File: config.mk
export PLATFORM = sky130hd
export DESIGN_NAME = pwl_front
export DESIGN_NICKNAME = d
export VERILOG_FILES = /design/src/hw/rtl/pwl_pkg.sv /design/src/hw/rtl/pwl_front.sv
export SDC_FILE = /design/constraint.sdc
export NUM_CORES = 1
export LEC_CHECK = 0
export CAP_MARGIN = 0
export CORE_ASPECT_RATIO = 1.4
export CORE_MARGIN = 4
export CORE_UTILIZATION = 30
export DETAILED_ROUTE_END_ITERATION = 10
export DONT_BUFFER_PORTS = 1
export SYNTH_ARGS = -nofsm -noshare
export SYNTH_HDL_FRONTEND = slang
export SYNTH_SLANG_ARGS = --single-unit
File: constraint.sdc
create_clock -name clk -period 4.4 [get_ports clk]
set_clock_uncertainty 0.2 [all_clocks]
set_input_delay 0.66 -clock clk [delete_from_list [all_inputs] [get_ports clk]]
set_output_delay 0.66 -clock clk [all_outputs]
set_load 0.005 [all_outputs]
File: src/hw/rtl/pwl_pkg.sv
// Shared types and constants of the piecewise linear lookup unit.
// Depends on nothing; pwl_front, pwl_div, pwl_back and the top level import it.
`timescale 1ns / 1ps

package pwl_pkg;

	// Field widths fixed by the item format
	localparam int VAL_W    = 32;
	localparam int ENTRY_W  = 4;
	localparam int CFG_W    = 5;
	localparam int SEG_W    = 5;

	// Blend arithmetic: 32x33 products, their sum, and the magnitude of the sum
	localparam int PROD_W   = 2 * VAL_W + 1;
	localparam int NUM_W    = 2 * VAL_W + 2;
	localparam int MAG_W    = 2 * VAL_W + 1;

	localparam int DEFAULT_MAX_POINTS = 16;
	localparam int QUEUE_DEPTH        = 2;

	// Item kinds
	localparam logic KIND_LOAD = 1'b0;
	localparam logic KIND_EVAL = 1'b1;

	// Register port
	localparam int APB_ADDR_W = 3;
	localparam int APB_DATA_W = 32;
	localparam int REG_IDX_W  = APB_ADDR_W - 2;
	localparam logic [REG_IDX_W-1:0] REG_POINT_COUNT = 1'b0;

	// Command passed from the front end to the back end
	typedef struct packed {
		logic                    is_eval;
		logic [ENTRY_W-1:0]      idx;
		logic signed [VAL_W-1:0] val_a;  // limit for a load, query for an evaluate
		logic signed [VAL_W-1:0] val_b;  // score for a load
	} cmd_t;

	typedef enum logic [3:0] {
		BK_IDLE,
		BK_SCAN,
		BK_SCAN_END,
		BK_FETCH_LO,
		BK_FETCH_HI,
		BK_MUL1,
		BK_MUL2,
		BK_ADD,
		BK_DIV_GO,
		BK_DIV,
		BK_RESULT
	} back_state_t;

	typedef enum logic [1:0] {
		DV_IDLE,
		DV_LOAD,
		DV_RUN,
		DV_DONE
	} div_state_t;

endpackage

File: src/hw/rtl/pwl_front.sv
// Front end: accepts items, drops out-of-range loads and queues commands.
// Depends on pwl_pkg.
`timescale 1ns / 1ps

module pwl_front #(
	parameter int MAX_POINTS = pwl_pkg::DEFAULT_MAX_POINTS
) (
	input  logic                            clk,
	input  logic                            arst_n,
	input  logic                            req_valid,
	output logic                            req_ready,
	input  logic                            kind,
	input  logic [pwl_pkg::ENTRY_W-1:0]     entry_index,
	input  logic signed [pwl_pkg::VAL_W-1:0] limit_value,
	input  logic signed [pwl_pkg::VAL_W-1:0] score_value,
	input  logic signed [pwl_pkg::VAL_W-1:0] query_value,
	output logic                            q_valid,
	output pwl_pkg::cmd_t                   q_head,
	input  logic                            q_pop
);
	import pwl_pkg::*;

	localparam int QPTR_W = $clog2(QUEUE_DEPTH);

	cmd_t              slot_q [QUEUE_DEPTH];
	logic [QPTR_W-1:0] wr_ptr_q;
	logic [QPTR_W-1:0] rd_ptr_q;
	logic [QPTR_W:0]   fill_q;
	logic              keep;
	logic              push;
	cmd_t              cmd;

	// Classify the item; a load beyond the table is taken and dropped
	always_comb begin
		keep        = (kind == KIND_EVAL) || (32'(entry_index) < MAX_POINTS);
		cmd.is_eval = (kind == KIND_EVAL);
		cmd.idx     = entry_index;
		cmd.val_a   = (kind == KIND_EVAL) ? query_value : limit_value;
		cmd.val_b   = score_value;
	end

	assign req_ready = (fill_q != (QPTR_W + 1)'(QUEUE_DEPTH));
	assign push      = req_valid && req_ready && keep;
	assign q_valid   = (fill_q != '0);
	assign q_head    = slot_q[rd_ptr_q];

	// Store queued commands
	always_ff @(posedge clk) begin
		if (push) begin
			slot_q[wr_ptr_q] <= cmd;
		end
	end

	// Advance pointers and fill level
	always_ff @(posedge clk or negedge arst_n) begin
		if (!arst_n) begin
			wr_ptr_q <= '0;
			rd_ptr_q <= '0;
			fill_q   <= '0;
		end else begin
			if (push) begin
				wr_ptr_q <= wr_ptr_q + 1'b1;
			end
			if (q_pop) begin
				rd_ptr_q <= rd_ptr_q + 1'b1;
			end
			if (push && !q_pop) begin
				fill_q <= fill_q + 1'b1;
			end else if (!push && q_pop) begin
				fill_q <= fill_q - 1'b1;
			end
		end
	end

	a_fill_bound: assert property (@(posedge clk) disable iff (!arst_n)
		fill_q <= (QPTR_W + 1)'(QUEUE_DEPTH))
		else $error("queue fill level beyond depth");
	a_pop_nonempty: assert property (@(posedge clk) disable iff (!arst_n)
		q_pop |-> q_valid)
		else $error("pop from empty queue");
	a_push_pop_fill: assert property (@(posedge clk) disable iff (!arst_n)
		(push && !q_pop) |=> (fill_q == $past(fill_q) + 1'b1))
		else $error("fill level missed a push");

endmodule

==> impl_metrics.ini <==
[run_status]
status = finished clean

[clocking]
cts_hold_buf = 1
ctsResizeCount = 0
cts_tree = yes
cts_max_level = 4
cts_root_buf = clkbuf_16
numCtsBuffers = 17
cts_buffer_depth = 2
insertion_delay_ns = 0.40
post_cts_buffers = 0
clock_sinks = 142
path_clk_slew_ns = 0.06

[pwr]
power_mw = 4.50
ir_worst_vdd_mv = 0.461
p_leak_nw = 2.38
power_density_mw_per_mm2 = 672

[sta]
period_minus_slack_ns = 3.11
slew_violations = 0
clock.fmax_mhz = 321
setup-violations-final = 0
rsz0062_at_grt = no
slew-limit-headroom_pct = 33.0
finalSetupTns_ns = 0
worstMarginPinSlew_ns = 1.00
period_share_pct = 70.8
hold_viol = 0

[final_layout]
antenna_cells = 0
fill_cells = 1824
drive_above_1_share_pct = 46.8
final_area_sq_mm = 0.00670
final_nets = 386
area_growth_pct = 12.7

[worst_hold_path]
hold_path_depth = 1
min_path_type = in2reg
worstHoldStart = q_pop
min_to = rd_ptr_q

[global_route]
antenna_found_initial = 0
busiest_layer = met2
grt_max_degree = 70
groute.usage.overall_pct = 9.61
use_met3_pct = 4.27
gr-usage-met1_pct = 9.77
grt_pass1_wl_um = 15800
use_met2_pct = 17.0
grt_pass1_vias = 2694
overflow = 0

[place]
place.gp.congestion = 0.654
portBuffers = 0
dp_hpwl_um = 7120
post_dp_cell_area_sq_mm = 0.00609

[drt]
dr.pass1.iters = 4
wl_per_cell_um = 19.7
drc = 0
drt_iter0_drc = 65
dr_total_vias = 2349
viasPerCell = 4.34
ant_nets = 0
drt-total-wl_um = 10600

[logic_synthesis]
syn-num-nets = 375
synth.avg_cell_area_sq_um = 22.1
synth_area_sq_mm = 0.00594
synth_warnings = 0
synth_seq_area_share_pct = 71.5
synth_cells = 269
yosysUniqueCellTypes = 15
ys_ff_latch = 142

[setup_path]
r2r_slack_ns = 2.17
startpoint = rd_ptr_q
reg2reg_to = slot_q[0][32]
critPathCaptureType = primary output
crit_fanout = 34
worstSetupPathType = reg2out
cp-start-kind = flip-flop
ff2ff_path_depth = 4
cp_data_required_time_ns = 3.54
critPathArrivalTime_ns = 2.25
rr_startpoint = fill_q[0]

[die]
start_util_pct = 30.7
die_y_um = 174
core_area_sq_mm = 0.0194
die-area_sq_mm = 0.0221
dieWidth_um = 127
ios = 176
core.rowCount = 60

[flow_run]
maxCapViolCount = 0
## registers in the layout, indices dropped and copies added, names as in the netlist
name and cells:
slot_q 138, fill_q 2, rd_ptr_q 1, wr_ptr_q 1
## area by class of cell
| class | count | area (sq um) | area share [%] |
|---|---|---|---|
| sequential | 142 | 4250 | 63.4 |
| multi-input combinational | 113 | 1500 | 22.4 |
| clock buffer | 17 | 425 | 6.35 |
| tap | 248 | 310 | 4.63 |
| clock inverter | 15 | 169 | 2.52 |
| timing repair buffer | 4 | 32.5 | 0.486 |
| inverter | 2 | 7.51 | 0.112 |
## through the flow
stage / hold slack [ns] / util (%) / setup WS, ns / instances
final: 0.137 / 34.6 / 1.29 / 541
after detailed placement: 0.165 / 31.4 / 1.67 / 508
after global placement: 0.165 / 31.4 / 1.71 / 508
after CTS: 0.111 / 34.6 / 1.21 / 541
after global routing: 0.111 / 34.6 / 1.14 / 541
after floorplan: 0.164 / - / 0.0720 / 269
## cell families (layout without fill, tap and decap cells)
logic type    Yosys count  in the layout  synth area share (%)
xor+xnor                5              5                 0.738
fa+ha+maj               1              1                 0.211
buf+inv                14             38                  3.43
flops                 142            142                  71.5
mux                   101            101                  23.6
simple gates            6              6                 0.506
## worst max-delay path by stage
stage | to | slack (ns) | cells past startpoint
6_report | q_head[44] | 1.29 | 2
5_1_grt | q_head[45] | 1.14 | 2
4_1_cts | q_head[44] | 1.21 | 2
3_5_place_dp | q_head[44] | 1.67 | 2
3_3_place_gp | q_head[42] | 1.71 | 2
2_1_floorplan | slot_q[0][0] | 0.07 | 2
## cell usage in the layout, fill, tap and decap left out, drive strengths merged
cell / synthesis / routed
buf: 12 / 3
clkbuf: 0 / 17
dlygate4sd3: 0 / 1
or2: 1 / 1
and3: 1 / 1
nor2: 2 / 2
nand2: 1 / 1
xnor2: 2 / 2
bufinv: 0 / 3
ha: 1 / 1
inv: 2 / 4
clkinvlp: 0 / 3
nand2b: 1 / 1
clkinv: 0 / 7
xor2: 3 / 3
mux2: 101 / 101
edfxtp: 138 / 138
dfrtp: 4 / 4
## power by group
part	switching [mW]	total (mW)	internal, mW
logic	0.479	1.03	0.551
clock network	0.542	1.43	0.888
registers	0.170	2.04	1.87
total	1.19	4.50	3.31
## synthesized netlist by cell type
library cell    n  share of area (%)
edfxtp_1      138                 70
mux2_4         71                 18
mux2_2         30                5.7
buf_12          7                2.4
buf_6           5               0.95
dfrtp_1         4                1.7
xor2_1          3               0.44
inv_1           2               0.13
nor2_1          2               0.13
xnor2_1         2               0.30
and3_1          1               0.11
ha_1            1               0.21
nand2_1         1              0.063
nand2b_1        1               0.11
or2_2           1               0.11
## critical path, cell delays in order, from the launching register on
cell     delay (ns)
dfrtp_4        0.83
buf_4          0.57
mux2_4         0.36
## per-layer routing
metal / vias up / share of wire [%]
met5: - / 0
met4: 0 / 1.9
met3: 15 / 7.9
met2: 100 / 54
met1: 1162 / 36
li1: 1072 / -
Power figures use the tool's default switching activity.
